[src/rtl/core/escape_sequence_decoder_core_assert.svh]
// ----------------------------------------------------------------------------
// Assertion macros for the escape sequence decoder
// Concurrent checks clocked on aclk, disabled while aresetn is low.
// ----------------------------------------------------------------------------
`ifndef ESCAPE_SEQUENCE_DECODER_CORE_ASSERT_SVH
`define ESCAPE_SEQUENCE_DECODER_CORE_ASSERT_SVH

// antecedent implies consequent in the same cycle
`define ESCD_ASSERT_IMPL(label, ante, cons) \
    label: assert property (@(posedge aclk) disable iff (!aresetn) (ante) |-> (cons)) \
        else $error("escd assertion failed");

// antecedent implies consequent in the next cycle
`define ESCD_ASSERT_NEXT(label, ante, cons) \
    label: assert property (@(posedge aclk) disable iff (!aresetn) (ante) |=> (cons)) \
        else $error("escd assertion failed");

`endif

[src/rtl/core/escd_pkg.sv]
// ----------------------------------------------------------------------------
// escd_pkg
// Shared types, codes and helpers of the escape sequence decoder.
// ----------------------------------------------------------------------------
package escd_pkg;

    localparam int QUEUE_DEPTH = 4;

    localparam logic [1:0] ST_OK        = 2'd0;
    localparam logic [1:0] ST_BAD_DIGIT = 2'd1;
    localparam logic [1:0] ST_EARLY_END = 2'd2;

    localparam logic [7:0] CH_SQUOTE = 8'h27;
    localparam logic [7:0] CH_DQUOTE = 8'h22;
    localparam logic [7:0] CH_QMARK  = 8'h3F;
    localparam logic [7:0] CH_BSLASH = 8'h5C;
    localparam logic [7:0] CH_X      = 8'h78;
    localparam logic [7:0] CH_A      = 8'h61;
    localparam logic [7:0] CH_B      = 8'h62;
    localparam logic [7:0] CH_F      = 8'h66;
    localparam logic [7:0] CH_N      = 8'h6E;
    localparam logic [7:0] CH_R      = 8'h72;
    localparam logic [7:0] CH_T      = 8'h74;
    localparam logic [7:0] CH_V      = 8'h76;

    // one decoded command: one result, or a pair (data0 then data1)
    typedef struct packed {
        logic [7:0] data0;
        logic [7:0] data1;
        logic       pair;
        logic       last;
        logic [1:0] status;
    } entry_t;

    typedef struct packed {
        logic empty;
        logic full;
    } q_status_t;

    // bit 4 set: not a hex digit
    function automatic logic [4:0] hex_val(input logic [7:0] b);
        logic [4:0] v;
        v = 5'h10;
        if (b >= 8'h30 && b <= 8'h39) begin
            v = {1'b0, 4'(b - 8'h30)};
        end else if (b >= 8'h61 && b <= 8'h66) begin
            v = {1'b0, 4'(b - 8'h57)};
        end else if (b >= 8'h41 && b <= 8'h46) begin
            v = {1'b0, 4'(b - 8'h37)};
        end
        return v;
    endfunction

    function automatic logic is_octal(input logic [7:0] b);
        return b[7:3] == 5'b00110;
    endfunction

endpackage

[src/rtl/core/escd_front.sv]
// ----------------------------------------------------------------------------
// escd_front
// Accepts source bytes, tracks escape state and issues decoded commands.
// ----------------------------------------------------------------------------
module escd_front (
    input  logic             aclk,
    input  logic             aresetn,
    input  logic             s_tvalid,
    output logic             s_tready,
    input  logic [7:0]       s_tdata,   // [7:0] in_byte
    input  logic             s_tlast,
    input  escd_pkg::q_status_t q_stat,
    output logic             push,
    output escd_pkg::entry_t push_entry
);
    import escd_pkg::*;

    typedef enum logic [2:0] {
        MODE_PLAIN = 3'd0,
        MODE_ESC   = 3'd1,
        MODE_HEX1  = 3'd2,
        MODE_HEX2  = 3'd3,
        MODE_OCT2  = 3'd4,
        MODE_OCT3  = 3'd5,
        MODE_DROP  = 3'd6
    } mode_t;

    mode_t      mode_reg, mode_next;
    logic [7:0] acc_reg, acc_next;
    logic       accept;
    logic [4:0] hx;
    logic       oct;
    logic [2:0] od;
    entry_t     e;

    assign s_tready   = !q_stat.full;
    assign accept     = s_tvalid && s_tready;
    assign hx         = hex_val(s_tdata);
    assign oct        = is_octal(s_tdata);
    assign od         = s_tdata[2:0];
    assign push_entry = e;

    always_comb begin
        mode_next = mode_reg;
        acc_next  = acc_reg;
        push      = 1'b0;
        e         = '0;
        e.last    = s_tlast;
        e.status  = ST_OK;
        if (accept) begin
            case (mode_reg)
                MODE_ESC: begin
                    mode_next = MODE_PLAIN;
                    push      = 1'b1;
                    case (s_tdata)
                        CH_SQUOTE, CH_QMARK, CH_BSLASH: e.data0 = s_tdata;
                        CH_DQUOTE: begin
                            e.data0 = CH_BSLASH;
                            e.data1 = CH_DQUOTE;
                            e.pair  = 1'b1;
                        end
                        CH_A: e.data0 = 8'h07;
                        CH_B: e.data0 = 8'h08;
                        CH_F: e.data0 = 8'h0C;
                        CH_N: e.data0 = 8'h0A;
                        CH_R: e.data0 = 8'h0D;
                        CH_T: e.data0 = 8'h09;
                        CH_V: e.data0 = 8'h0B;
                        CH_X: begin
                            if (s_tlast) begin
                                e.status = ST_EARLY_END;
                                acc_next = '0;
                            end else begin
                                push      = 1'b0;
                                mode_next = MODE_HEX1;
                            end
                        end
                        default: begin
                            if (oct) begin
                                if (s_tlast) begin
                                    e.status = ST_EARLY_END;
                                    acc_next = '0;
                                end else begin
                                    push      = 1'b0;
                                    acc_next  = {od[1:0], 6'b0};
                                    mode_next = MODE_OCT2;
                                end
                            end else begin
                                e.data0 = CH_BSLASH;
                                e.data1 = s_tdata;
                                e.pair  = 1'b1;
                            end
                        end
                    endcase
                end
                MODE_HEX1: begin
                    if (hx[4] || s_tlast) begin
                        push      = 1'b1;
                        e.status  = hx[4] ? ST_BAD_DIGIT : ST_EARLY_END;
                        e.last    = 1'b1;
                        acc_next  = '0;
                        mode_next = s_tlast ? MODE_PLAIN : MODE_DROP;
                    end else begin
                        acc_next  = {hx[3:0], 4'b0};
                        mode_next = MODE_HEX2;
                    end
                end
                MODE_HEX2: begin
                    push     = 1'b1;
                    acc_next = '0;
                    if (hx[4]) begin
                        e.status  = ST_BAD_DIGIT;
                        e.last    = 1'b1;
                        mode_next = s_tlast ? MODE_PLAIN : MODE_DROP;
                    end else begin
                        e.data0   = acc_reg + {4'b0, hx[3:0]};
                        mode_next = MODE_PLAIN;
                    end
                end
                MODE_OCT2: begin
                    if (!oct || s_tlast) begin
                        push      = 1'b1;
                        e.status  = !oct ? ST_BAD_DIGIT : ST_EARLY_END;
                        e.last    = 1'b1;
                        acc_next  = '0;
                        mode_next = s_tlast ? MODE_PLAIN : MODE_DROP;
                    end else begin
                        acc_next  = acc_reg + {2'b0, od, 3'b0};
                        mode_next = MODE_OCT3;
                    end
                end
                MODE_OCT3: begin
                    push     = 1'b1;
                    acc_next = '0;
                    if (!oct) begin
                        e.status  = ST_BAD_DIGIT;
                        e.last    = 1'b1;
                        mode_next = s_tlast ? MODE_PLAIN : MODE_DROP;
                    end else begin
                        e.data0   = acc_reg + {5'b0, od};
                        mode_next = MODE_PLAIN;
                    end
                end
                MODE_DROP: begin
                    if (s_tlast) begin
                        mode_next = MODE_PLAIN;
                        acc_next  = '0;
                    end
                end
                default: begin
                    mode_next = MODE_PLAIN;
                    e.data0   = s_tdata;
                    push      = 1'b1;
                    if (s_tdata == CH_BSLASH && !s_tlast) begin
                        push      = 1'b0;
                        mode_next = MODE_ESC;
                    end
                end
            endcase
        end
    end

    always_ff @(posedge aclk) begin
        if (!aresetn) begin
            mode_reg <= MODE_PLAIN;
            acc_reg  <= '0;
        end else begin
            mode_reg <= mode_next;
            acc_reg  <= acc_next;
        end
    end

endmodule

[src/rtl/core/escd_fifo.sv]
// ----------------------------------------------------------------------------
// escd_fifo
// Small command queue between the decode front and the output back end.
// ----------------------------------------------------------------------------
module escd_fifo #(
    parameter int DEPTH = escd_pkg::QUEUE_DEPTH
) (
    input  logic             aclk,
    input  logic             aresetn,
    input  logic             push,
    input  escd_pkg::entry_t push_entry,
    input  logic             pop,
    output escd_pkg::entry_t head,
    output escd_pkg::q_status_t q_stat
);
    import escd_pkg::*;

    localparam int AW = (DEPTH > 1) ? $clog2(DEPTH) : 1;
    localparam int CW = $clog2(DEPTH + 1);

    entry_t        slots[DEPTH];
    logic [AW-1:0] wr_ptr_reg, wr_ptr_next;
    logic [AW-1:0] rd_ptr_reg, rd_ptr_next;
    logic [CW-1:0] count_reg, count_next;
    logic          do_push, do_pop;

    assign q_stat.empty = (count_reg == '0);
    assign q_stat.full  = (count_reg == CW'(DEPTH));
    assign head         = slots[rd_ptr_reg];
    assign do_push      = push && !q_stat.full;
    assign do_pop       = pop && !q_stat.empty;

    always_comb begin
        wr_ptr_next = wr_ptr_reg;
        rd_ptr_next = rd_ptr_reg;
        count_next  = count_reg;
        if (do_push) begin
            wr_ptr_next = (wr_ptr_reg == AW'(DEPTH - 1)) ? '0 : wr_ptr_reg + 1'b1;
        end
        if (do_pop) begin
            rd_ptr_next = (rd_ptr_reg == AW'(DEPTH - 1)) ? '0 : rd_ptr_reg + 1'b1;
        end
        if (do_push && !do_pop) begin
            count_next = count_reg + 1'b1;
        end else if (!do_push && do_pop) begin
            count_next = count_reg - 1'b1;
        end
    end

    always_ff @(posedge aclk) begin
        if (do_push) begin
            slots[wr_ptr_reg] <= push_entry;
        end
    end

    always_ff @(posedge aclk) begin
        if (!aresetn) begin
            wr_ptr_reg <= '0;
            rd_ptr_reg <= '0;
            count_reg  <= '0;
        end else begin
            wr_ptr_reg <= wr_ptr_next;
            rd_ptr_reg <= rd_ptr_next;
            count_reg  <= count_next;
        end
    end

endmodule

[src/rtl/core/escd_back.sv]
// ----------------------------------------------------------------------------
// escd_back
// Expands queued commands into result transfers through an output register.
// ----------------------------------------------------------------------------
`include "escape_sequence_decoder_core_assert.svh"

module escd_back (
    input  logic                aclk,
    input  logic                aresetn,
    input  escd_pkg::entry_t    head,
    input  escd_pkg::q_status_t q_stat,
    output logic                pop,
    output logic                m_tvalid,
    input  logic                m_tready,
    output logic [7:0]          m_tdata,   // [7:0] out_byte
    output logic                m_tlast,
    output logic [1:0]          m_tuser    // [1:0] status
);
    import escd_pkg::*;

    logic       phase_reg, phase_next;
    logic       valid_reg, valid_next;
    logic [7:0] data_reg, data_next;
    logic       last_reg, last_next;
    logic [1:0] user_reg, user_next;
    logic       load;

    assign load = !q_stat.empty && (!valid_reg || m_tready);

    always_comb begin
        phase_next = phase_reg;
        valid_next = valid_reg;
        data_next  = data_reg;
        last_next  = last_reg;
        user_next  = user_reg;
        pop        = 1'b0;
        if (load) begin
            valid_next = 1'b1;
            if (head.pair && !phase_reg) begin
                data_next  = head.data0;
                last_next  = 1'b0;
                user_next  = ST_OK;
                phase_next = 1'b1;
            end else begin
                data_next  = phase_reg ? head.data1 : head.data0;
                last_next  = head.last;
                user_next  = head.status;
                phase_next = 1'b0;
                pop        = 1'b1;
            end
        end else if (m_tready) begin
            valid_next = 1'b0;
        end
    end

    always_ff @(posedge aclk) begin
        if (!aresetn) begin
            phase_reg <= 1'b0;
            valid_reg <= 1'b0;
        end else begin
            phase_reg <= phase_next;
            valid_reg <= valid_next;
        end
        data_reg <= data_next;
        last_reg <= last_next;
        user_reg <= user_next;
    end

    assign m_tvalid = valid_reg;
    assign m_tdata  = data_reg;
    assign m_tlast  = last_reg;
    assign m_tuser  = user_reg;

    `ESCD_ASSERT_IMPL(a_phase_on_pair, phase_reg, !q_stat.empty && head.pair)
    `ESCD_ASSERT_IMPL(a_err_closes, valid_reg && user_reg != ST_OK, last_reg && data_reg == '0)
    `ESCD_ASSERT_NEXT(a_first_half_open, load && !pop, valid_reg && !last_reg && phase_reg)

endmodule

[src/rtl/core/escape_sequence_decoder_core.sv]
// ----------------------------------------------------------------------------
// escape_sequence_decoder_core
// Decoded commands pass through the command queue, then the output register.
// Throughput: one source byte per cycle unless the queue is full; one result
// per cycle at m_* unless stalled; a pair command sends two results in turn.
// The command queue (FIFO_DEPTH entries) absorbs bursts between the two sides.
// Reset (aresetn low, synchronous) empties the queue and returns to plain text.
// ----------------------------------------------------------------------------
module escape_sequence_decoder_core #(
    parameter int FIFO_DEPTH = escd_pkg::QUEUE_DEPTH
) (
    input  logic       aclk,
    input  logic       aresetn,
    input  logic       s_tvalid,
    output logic       s_tready,
    input  logic [7:0] s_tdata,   // [7:0] in_byte
    input  logic       s_tlast,
    output logic       m_tvalid,
    input  logic       m_tready,
    output logic [7:0] m_tdata,   // [7:0] out_byte
    output logic       m_tlast,
    output logic [1:0] m_tuser    // [1:0] status
);
    import escd_pkg::*;

    logic      push;
    logic      pop;
    entry_t    push_entry;
    entry_t    head;
    q_status_t q_stat;

    escd_front u_front (
        .aclk       (aclk),
        .aresetn    (aresetn),
        .s_tvalid   (s_tvalid),
        .s_tready   (s_tready),
        .s_tdata    (s_tdata),
        .s_tlast    (s_tlast),
        .q_stat     (q_stat),
        .push       (push),
        .push_entry (push_entry)
    );

    escd_fifo #(
        .DEPTH (FIFO_DEPTH)
    ) u_fifo (
        .aclk       (aclk),
        .aresetn    (aresetn),
        .push       (push),
        .push_entry (push_entry),
        .pop        (pop),
        .head       (head),
        .q_stat     (q_stat)
    );

    escd_back u_back (
        .aclk     (aclk),
        .aresetn  (aresetn),
        .head     (head),
        .q_stat   (q_stat),
        .pop      (pop),
        .m_tvalid (m_tvalid),
        .m_tready (m_tready),
        .m_tdata  (m_tdata),
        .m_tlast  (m_tlast),
        .m_tuser  (m_tuser)
    );

endmodule
[config.mk]
export PLATFORM = sky130hd
export DESIGN_NAME = escape_sequence_decoder_core
export DESIGN_NICKNAME = d
export VERILOG_FILES = /design/src/rtl/core/escd_pkg.sv /design/src/rtl/core/escd_front.sv /design/src/rtl/core/escd_fifo.sv /design/src/rtl/core/escd_back.sv /design/src/rtl/core/escape_sequence_decoder_core.sv
export VERILOG_INCLUDE_DIRS = /design/src /design/src/rtl/core
export SDC_FILE = /design/constraint.sdc
export NUM_CORES = 1
export LEC_CHECK = 0
export ABC_AREA = 1
export BUFFER_PORTS_ARGS = -buffer_cell sky130_fd_sc_hd__buf_2
export CORE_MARGIN = 2
export CORE_UTILIZATION = 30
export DETAILED_ROUTE_END_ITERATION = 8
export SYNTH_ARGS = -nofsm -noshare
export SYNTH_HDL_FRONTEND = slang
export SYNTH_SLANG_ARGS = --single-unit
[constraint.sdc]
create_clock -name aclk -period 3.6 [get_ports aclk]
set_input_delay 0.72 -clock aclk [delete_from_list [all_inputs] [get_ports aclk]]
set_output_delay 0.72 -clock aclk [all_outputs]
set_load 0.005 [all_outputs]
== Yosys cells after proc, flatten, opt, wreduce, memory -nomap -nowiden ==
Memory sizes are Yosys's and may differ from the RTL's. A register that Yosys moved wholly into a read port is not among the register bits.
Index checks and enable logic that the tools add are counted.

* Register bits after elaboration: 31
* Memory bits (writable): 80
* Bits of input ports: 13
* Output and inout port bits: 13
* Logic and storage cells: 149
* Memories kept: 1

* $add $sub $neg: 10
* $lt $le $gt $ge: 6
* Equality and inequality tests: 25
* Multiplexer cells: 64
* Reductions and logical operators: 33

{| class="wikitable"
|+ Memory list
! memory !! depth !! bits a word !! rd ports !! clocked after Yosys merged registers in !! write ports !! line !! text
|-
| u_fifo.slots || 4 || 20 || 1 || 1 || 1 || escd_fifo.sv:21 || <nowiki>entry_t slots[DEPTH];</nowiki>
|}

{| class="wikitable"
|+ Operators with widths
! operator !! number
|-
| 8-bit one-hot mux with 10 select lines || 1
|-
| 8-bit by 7-bit equality test with 1-bit output, second input constant || 9
|-
| 8-bit two-way mux || 9
|-
| 3-bit two-way mux || 14
|-
| 8-bit one-hot mux with 5 select lines || 1
|-
| 8-bit one-hot mux with 4 select lines || 1
|-
| 8-bit by 6-bit equality test with 1-bit output, second input constant || 3
|-
| 11-bit OR reduction || 2
|-
| 20-bit two-way mux || 1
|-
| 2-bit two-way mux || 9
|-
| 3-bit one-hot mux with 6 select lines || 1
|-
| 9-bit one-hot mux with 2 select lines || 1
|-
| 8-bit by 7-bit greater-or-equal comparator with 1-bit output, second input constant || 2
|-
| 8-bit by 7-bit less-or-equal comparator with 1-bit output, second input constant || 2
|-
| 16-bit two-way mux || 1
|-
| 8-bit one-hot mux with 2 select lines || 1
|-
| 5-bit two-way mux || 3
|-
| 1-bit two-way mux || 14
|-
| 3-bit equality test, second input constant || 4
|-
| 1-bit logical AND || 11
|-
| 2-bit one-hot mux with 5 select lines || 1
|-
| 9-bit two-way mux || 1
|-
| 8-bit by 3-bit adder with 8-bit output || 1
|-
| 8-bit by 4-bit adder with 8-bit output || 1
|-
| 28 further kinds || 44
|}

== Depth between registers and ports, before layout ==
Gate-level depths: netlist of run 1.

* Depth in word-level cells: 14
* Gate-level depth with buffers: 22
* Gate-level depth less buffers: 21

== Modules after synthesis ==
Synthesis of run 1 repeated with hierarchy kept, for this count alone.

* Cell total of the unflattened synthesis: 749
* Area, all modules: 6443.7 um2

{| class="wikitable"
|+ By module, submodules not included
! module !! instances !! cells each !! area each (um2) !! seq. area each (um2)
|-
| escd_fifo || 1 || 266 || 3440.8 || 2582.5
|-
| escd_front || 1 || 425 || 2424.8 || 220.2
|-
| escd_back || 1 || 58 || 578.1 || 370.4
|}

== Worst setup path after synthesis of run 1 ==
Ideal clock, no wire load.

* Path type: input -> register
* Start: input s_tdata[1]
* End: memory u_fifo.slots[0][16] (netlist name) (data pin)
* Setup time: 0.264 ns
* Data arrival time: 2.901 ns
* Required time: 3.336 ns
* Slack: 0.435 ns
* Cell stages on the path: 21
* Cell sequence: inv_1 > ha_1 > buf_2 > nand2_1 > nand2_1 > nand2_1 > nand2_2 > nand2_4 > o21ai_0 > o21ai_0 > inv_1 > ha_1 > inv_1 > fa_1 > inv_1 > nand3_1 > nand2_1 > xor2_1 > o21ai_0 > a21oi_1 > nor2_1

{| class="wikitable"
|+ RTL lines
! element !! line !! text
|-
| from (decl) || escape_sequence_decoder_core.sv:16 || <nowiki>input logic [7:0] s_tdata,</nowiki>
|-
| to (decl) || escd_fifo.sv:21 ||
|}

==> results.cfg, run 1 <==
[critical_path]
critPathMostFrequentCell = nand2_1
slowest_delay_ns = 0.29
path_cells = buf_2 > inv_1 > ha_1 > nand2_1 > nand2_1 > nand2_1 > nand2_2 > nand2_4 > nand2_1 > xor2_1 > inv_1 > nor2_1 > ha_1 > a21oi_1 > nand2_1 > nand4_1 > nand2_1 > xor2_1 > a21oi_1 > nor2_1
cp_data_required_time_ns = 3.74
critPathSlowestCell = ha_1
cp-start-kind = input port
critPathMaxFanout = 7
end_kind = flip-flop
crit_type = in2reg
critPathTopFamily = simple AND/OR/NAND/NOR gates
critical_path_buf_inv_count = 3
cp.arrival_ns = 3.22

[power_and_ir_drop]
peakVddDrop_mv = 0.331
total_power_mw = 4.81
leakage_nw = 3.12
power_per_cell_area_nw_per_um2 = 648

[flow_run]
drv_cap = 0

[clock_network]
cts_setup_buffers = 0
cts_made_buffers = 17
cts_num_sinks = 113
cts_hold_buf = 0
cts_root_buffer = clkbuf_16
cts_tree = built
cts_resized = 0
clockBufferDepth = 2
cts.htree.levels = 4
clkLatencyLatePin_ns = 0.41
cts.clk_slew.worst_paths_ns = 0.05

[yosys]
synth_top_family_by_area = simple AND/OR/NAND/NOR gates
yosys.area_share.simple = 0.244
synthAdderAreaFrac = 0.0525
synth_nets = 758
synth.area.top_cells = edfxtp_1 43%, dfxtp_1 7.0%, nand2_1 6.8%
ys_async_sr_fraction = 0
synth-compound-area-share = 0.123
ys.flop_type = edfxtp_1
yosysUniqueCellTypes = 40
synth_edf_count = 91
ys_warn_count = 0
synth_cells = 721
syn_area_um2 = 6290
synth_area_per_cell_um2 = 8.72
yosysTopAreaCell = edfxtp_1
synth_mux_area_frac = 0
synth_top_area_frac = 0.435
synth_xor_area_frac = 0.00975
synth_seq_cells = 113
ys_seq_area_frac = 0.505

[min_path]
hp-class = reg2reg

[placed_design]
dpl.hpwl_um = 11600
pre_cts_ws_ns = 0.133
placed_area_um2 = 6820
portBuffers = 25
globalplace.congestion = 0.943

[run_status]
status = complete, no violations

[timing]
max_freq_ghz = 0.324
fin_crit_ns = 3.08
worstMarginPinSlew_ns = 0.726
drv_slew = 0
rsz0062_at_grt = false
hold_viol = 0
fin_crit_sh = 0.856
relSlewSlack = 0.512
fin_skew_ns = 0.0107
fin_ws_ns = 0.517
fin_tns_setup_ns = 0
hold_ws_ns = 0.507
finalSetupViolCount = 0

[layout]
syn2layout_area_growth_pct = 18.0
layout_commonest_cell = nand2_1
final_cell_mix = 114 x nand2_1, 105 x nor2_1, 91 x edfxtp_1
finalNetCount = 801
final_area_um2 = 7420
diodes = 0
drive_above_1_share = 0.165
largest_register_ffs = 80

[floorplanning]
row_count = 52
die-area_um2 = 22100
die_x_um = 149
core_um2 = 20400
die_h_um = 149
start_util = 0.308
ios = 26

[routing]
via_per_inst = 4.91
drc_errors = 0
drt_iter0_drc = 443
antenna_left = 0
routed-via-count = 5139
drt-total-wl_um = 16300
dr.pass1.iters = 5
wl_per_cell_um = 15.6

[global_routing]
grt_pass1_wl_um = 25900
grtUsageTotal = 0.153
grt_max_degree = 31
grt_pass1_vias = 4691
grt_overflow = 0
antenna_found_initial = 1
[where the power goes]
part           switching, mW  internal [mW]  leakage [nW]
Sequential             0.109           1.70          1.08
Combinational          0.865          0.434          1.75
Clock                  0.561           1.14         0.288
[cell usage after synthesis (2+ instances only)]
master,instances
nand2_1,114
nor2_1,109
edfxtp_1,91
inv_1,73
o21ai_0,69
nand3_1,53
a21oi_1,32
dfxtp_1,22
ha_1,20
nand2_2,15
a31oi_1,13
clkbuf_1,13
o22ai_1,11
buf_2,8
inv_2,8
nor3_1,8
nand4_1,7
nand2_4,5
nor2_2,5
xor2_1,5
fa_1,4
nand3_2,4
nor4_1,4
o211ai_1,4
nor2_4,3
o21ai_2,3
buf_6,2
o21bai_1,2
or2_2,2
xnor2_1,2
[worst register-to-register path: stages (launching register included)]
cell and delay (ns):
dfxtp_1 0.45, inv_1 0.45, o21ai_0 0.15, o22ai_1 0.12, nand2_1 0.18, nand2_1 0.17
ha_1 0.16, inv_1 0.07, fa_1 0.43, a21oi_1 0.14, o21ai_0 0.12, o21ai_0 0.17
a21oi_1 0.05
[metal layers]
| metal | global-route usage | vias to the layer above | part of all wire |
|---|---|---|---|
| li1 | - | 2548 | - |
| met5 | 0 | - | 0 |
| met1 | 0.204 | 2435 | 0.45 |
| met4 | 0.0367 | 0 | 0.012 |
| met3 | 0.0394 | 21 | 0.056 |
| met2 | 0.249 | 135 | 0.48 |
[logic make-up after synthesis]
group	Yosys count
XOR/XNOR	7
AND/OR/NAND/NOR	333
AO/OA/AOI/OAI	139
flip-flops	113
adder cells (fa/ha/maj)	24
buffers and inverters	105
[path summary, 6_finish.rpt]
check | slack (ns) | end | startpoint | depth (start not counted)
max | 0.52 | u_fifo.slots[2][19] | s_tdata[0] | 20
min reg2reg | 0.51 | u_fifo.count_reg[2] | u_fifo.count_reg[2] | 2
max reg2reg | 0.82 | u_fifo.count_reg[2] | flip-flop | 12
min | 0.51 | u_fifo.count_reg[2] | u_fifo.count_reg[2] | 2
[layout make-up]
| class | instances | area [um^2] |
|---|---|---|
| clock inverter | 12 | 166 |
| fill | 2095 | 13000 |
| inverter | 82 | 308 |
| tap | 270 | 338 |
| sequential | 113 | 3170 |
| multi-input combinational | 503 | 2710 |
| timing repair buffer | 47 | 290 |
| clock buffer | 19 | 433 |
[per-stage QoR]
| stage | cells | utilization |
|---|---|---|
| final | 1046 | 0.363 |
| after global routing | 1046 | 0.363 |
| after floorplan | 721 | - |
| after detailed placement | 1015 | 0.334 |
| after global placement | 1015 | 0.334 |
| after CTS | 1046 | 0.363 |
Note: power is estimated with default switching activity, not from simulation.
==> run 2, diff against run 1 <==
REMOVE_ABC_BUFFERS = 1   (was unset)
==> run 2 against run 1 <==
  * Design area down 0.44%
  * Routed wire length down 4.5%
  * Register-to-register slack better by 0.06 ns
  * Count of clock-buffer cells in the layout down 2
  * Critical path depth unchanged
  * Utilization down 0.16 points
  * Cell count about the same
  * Critical endpoint is now u_fifo.slots[3][17]
==> results.cfg, run 2 (synthesis results as in run 1) <==
[layout]
final_area_um2 = 7390
drive_above_1_share = 0.170
layout_commonest_cell = nand2_1
largest_register_ffs = 80
final_cell_mix = 114 x nand2_1, 105 x nor2_1, 91 x edfxtp_1
diodes = 0
fin_util = 0.362
finalNetCount = 801
syn2layout_area_growth_pct = 17.5

[power_and_ir_drop]
power_per_cell_area_nw_per_um2 = 638
peakVddDrop_mv = 0.354
total_power_mw = 4.71
leakage_nw = 3.11
swShare = 0.342
seq_power_share = 0.380
cell_internal_pwr_mw = 3.10
combPwrFrac = 0.276
clkPwrFrac = 0.344
switching_power_mw = 1.61

[routing]
drt-total-wl_um = 15500
via_per_inst = 4.88
wl_per_cell_um = 14.8
routed-via-count = 5112
dr.pass1.iters = 5
antenna_left = 0
drc_errors = 0
drt_iter0_drc = 479

[timing]
fin_skew_ns = 0.0113
worstMarginPinSlew_ns = 0.721
hold_ws_ns = 0.492
relSlewSlack = 0.515
fin_tns_setup_ns = 0
max_freq_ghz = 0.324
drv_slew = 0
finalSetupViolCount = 0
hold_viol = 0
fin_crit_sh = 0.858
fin_crit_ns = 3.09
rsz0062_at_grt = false

[floorplanning]
start_util = 0.308
core_um2 = 20400
die_h_um = 149
row_count = 52
ios = 26
die-area_um2 = 22100
die_x_um = 149

[clock_network]
cts_num_sinks = 113
cts.htree.levels = 4
cts_tree = built
cts_hold_buf = 0
cts_root_buffer = clkbuf_16
clockBufferDepth = 2
cts_resized = 0
cts_made_buffers = 17
cts_setup_buffers = 0
cts.clk_slew.worst_paths_ns = 0.06
clkLatencyLatePin_ns = 0.42

[global_routing]
antenna_found_initial = 0
grt_overflow = 0
grt_pass1_wl_um = 25500
grt_pass1_vias = 4924
grt_max_degree = 38
grtUsageTotal = 0.149

[critical_path]
crit_type = in2reg
critPathMaxFanout = 7
critPathMostFrequentCell = nand2_1
cp_data_required_time_ns = 3.78
path_cells = buf_2 > inv_1 > ha_1 > nand2_1 > nand2_1 > nand2_1 > nand2_2 > nand2_4 > nand2_1 > xor2_1 > inv_1 > nor2_1 > ha_1 > a21oi_1 > nand2_1 > a21oi_1 > nor2_1 > nand2_1 > nand3_1 > a31oi_1
critPathTopFamily = simple AND/OR/NAND/NOR gates
critPathSlowestCell = a31oi_1
end_kind = flip-flop
cp-start-kind = input port
critical_path_buf_inv_count = 3
cp.arrival_ns = 3.27
slowest_delay_ns = 0.30

[min_path]
hp-class = reg2reg

[placed_design]
globalplace.congestion = 0.957
dpl.hpwl_um = 10900
placed_area_um2 = 6810
portBuffers = 25

[flow_run]
drv_cap = 0

[run_status]
status = complete, no violations
run 2: layer usage:
| layer | part of all wire | GRT usage |
|---|---|---|
| met5 | 0 | 0 |
| met4 | 0.019 | 0.0514 |
| met3 | 0.061 | 0.0382 |
| met2 | 0.46 | 0.237 |
| met1 | 0.45 | 0.200 |
run 2: final cells by class:
| cell class | instances | area, um^2 |
|---|---|---|
| multi-input combinational | 503 | 2710 |
| sequential | 113 | 3170 |
| inverter | 82 | 308 |
| timing repair buffer | 47 | 290 |
| clock buffer | 17 | 425 |
| clock inverter | 15 | 148 |
| tap | 270 | 338 |
| fill | 2113 | 13000 |
run 2: through the flow:
stage | cells | setup slack, ns
finish | 1047 | 0.511
global placement | 1015 | 0.164
global route | 1047 | 0.257
detailed placement | 1015 | 0.138
floorplan | 698 | 0.429
CTS | 1047 | 0.550
run 2: path summary, 6_finish.rpt:
check | cells after the start | slack [ns] | to | start
hold reg to reg | 2 | 0.49 | u_fifo.count_reg[2] | u_fifo.count_reg[2]
setup / recovery | 20 | 0.51 | u_fifo.slots[3][17] | s_tdata[0]
hold / removal | 2 | 0.49 | u_fifo.count_reg[2] | u_fifo.count_reg[2]
setup reg to reg | 14 | 0.88 | u_fifo.count_reg[2] | u_front.mode_reg[2]
run 2: tightest hold or removal path, cell delays in order, from the launching register on:
cell and delay, ns:
dfxtp_1 0.31, inv_1 0.08, a21oi_1 0.06
run 2: power groups by stage:
stage,registers [mW],logic [mW],clock network [mW]
floorplan,1.86,0.764,0
global placement,1.82,1.29,0
detailed placement,1.82,1.30,0
CTS,1.79,1.31,1.64
global route,1.81,1.50,1.71
finish,1.79,1.30,1.62
==> run 3, diff against run 2 <==
BUFFER_PORTS_ARGS = -buffer_cell sky130_fd_sc_hd__buf_4   (was -buffer_cell sky130_fd_sc_hd__buf_2)
==> run 3 against run 2 <==
  * Count of clock-buffer cells in the layout is the same
  * Highest routed layer unchanged
  * Power rose by 1.4%
  * Die area unchanged
  * Flip-flop and latch count did not move
  * First-iteration DRC count rose by 5.6%
  * Worst hold slack improved by 0.014 ns
  * Clock power is 3% higher
  * Clock skew increased by 0.0047 ns
  * Critical endpoint is now u_fifo.slots[2][17]
  * Global-route usage is 0.33 points lower
  * Cell count fell by 0.29%
  * Combinational power about the same
==> results.cfg, run 3 (synthesis results as in run 1) <==
[clock_network]
cts_made_buffers = 17
cts_setup_buffers = 0
cts_hold_buf = 0
cts.htree.levels = 4
cts_resized = 0
cts_tree = built
cts.clk_slew.worst_paths_ns = 0.05
clockBufferDepth = 2
clkLatencyLatePin_ns = 0.42
cts_root_buffer = clkbuf_16
cts_num_sinks = 113

[floorplanning]
die_x_um = 149
die_h_um = 149
ios = 26
row_count = 52
core_um2 = 20400
start_util = 0.308
die-area_um2 = 22100

[layout]
regArea_um2 = 3170
largest_register_ffs = 80
drive_above_1_share = 0.164
finalNetCount = 798
multi_input_area_um2 = 2710
diodes = 0
layout_commonest_cell = nand2_1
final_area_um2 = 7440
final_cell_mix = 114 x nand2_1, 105 x nor2_1, 91 x edfxtp_1
stdcell_count = 1044
fillers = 2113
syn2layout_area_growth_pct = 18.3

[global_routing]
grt_pass1_wl_um = 24800
antenna_found_initial = 0
grt_pass1_vias = 4705
grt_max_degree = 38
grtUsageTotal = 0.146
grt_overflow = 0

[min_path]
holdPathStages = 2
min-delay-start = u_fifo.count_reg[2]
min_to = u_fifo.count_reg[2]
hp-class = reg2reg

[critical_path]
critPathMostFrequentCell = nand2_1
end_kind = flip-flop
path_cells = buf_4 > inv_1 > ha_1 > nand2_1 > nand2_1 > nand2_1 > nand2_2 > nand2_4 > nand2_1 > xor2_1 > inv_1 > nor2_1 > ha_1 > a21oi_1 > nand2_1 > a21oi_1 > nor2_1 > nand2_1 > nand3_1 > a31oi_1
critPathMaxFanout = 10
rrSetupSlack_ns = 0.73
cp_data_required_time_ns = 3.77
r2r-end = u_fifo.count_reg[2]
crit_start = s_tdata[0]
critPathSlowestCell = a31oi_1
cp-start-kind = input port
crit_type = in2reg
slowest_delay_ns = 0.33
reg2regPathDepth = 13
cp.arrival_ns = 3.29

[timing]
fin_skew_ns = 0.0160
max_freq_ghz = 0.320
finalSetupViolCount = 0
relSlewSlack = 0.474
worstMarginPinSlew_ns = 0.788
fin_crit_sh = 0.868
hold_viol = 0
fin_crit_ns = 3.12
fin_tns_setup_ns = 0
rsz0062_at_grt = false
fin_ws_ns = 0.476
hold_ws_ns = 0.505
drv_slew = 0

[routing]
drt_iter0_drc = 506
drc_errors = 0
routed-via-count = 5099
antenna_left = 0
drt-total-wl_um = 15700
via_per_inst = 4.88
dr.pass1.iters = 7
wl_per_cell_um = 15.0

[power_and_ir_drop]
clkPwrFrac = 0.349
power_per_cell_area_nw_per_um2 = 643
switching_power_mw = 1.59
peakVddDrop_mv = 0.336
cell_internal_pwr_mw = 3.19
leakage_nw = 3.11
seq_power_share = 0.386
combPwrFrac = 0.265
swShare = 0.334

[placed_design]
dpl.hpwl_um = 11000
portBuffers = 25
globalplace.congestion = 0.967
pre_cts_ws_ns = 0.126
placed_area_um2 = 6850
dpl.cell_count = 1012

[run_status]
status = complete, no violations

[flow_run]
drv_cap = 0
[run 3: cell count changes in the layout (fill, tap and decap cells not counted), sizes merged]
cell / change
buf: -3
clkinv: +1
inv: -4
bufinv: +1
clkinvlp: +2
[run 3: layout make-up]
| class | count | area share |
|---|---|---|
| clock buffer | 17 | 0.0572 |
| clock inverter | 15 | 0.0212 |
| inverter | 82 | 0.0414 |
| multi-input combinational | 503 | 0.364 |
| sequential | 113 | 0.427 |
| tap | 270 | 0.0454 |
| timing repair buffer | 44 | 0.0444 |
[run 3: per-layer routing]
layer,up-vias,GRT usage,share of wire
li1,2539,-,-
met1,2359,0.199,0.47
met2,167,0.226,0.45
met3,34,0.0330,0.054
met4,0,0.0605,0.028
met5,-,0,0
[run 3: power by group through the flow]
stage          sequential [mW]  clock [mW]  combinational, mW
4_1_cts                   1.85        1.69               1.27
5_1_grt                   1.87        1.74               1.44
3_5_place_dp              1.87           0               1.27
3_3_place_gp              1.87           0               1.25
6_report                  1.84        1.67               1.27
2_1_floorplan             1.86           0              0.764
[run 3: stage by stage]
step | power (mW) | utilization
after floorplan | 2.63 | -
after global placement | 3.12 | 0.335
after detailed placement | 3.14 | 0.335
after CTS | 4.81 | 0.364
after global routing | 5.05 | 0.364
final | 4.78 | 0.364
[run 3: how the worst max path moves through the flow]
stage                          endpoint  cells past startpoint
global placement    u_fifo.slots[2][17]                     20
floorplan           u_fifo.slots[0][16]                     20
finish              u_fifo.slots[2][17]                     20
detailed placement  u_fifo.slots[2][17]                     20
global route        u_fifo.slots[2][17]                     20
CTS                 u_fifo.slots[0][17]                     20
[run 3: critical path, delay by kind of cell]
| kind | cells | cell delay [ns] |
|---|---|---|
| buffers and inverters | 3 | 0.31 |
| adders and majority gates | 2 | 0.49 |
| xor gates and xnor gates | 1 | 0.20 |
| AOI/OAI and AO/OA | 3 | 0.68 |
| and+or+nand+nor | 11 | 0.87 |
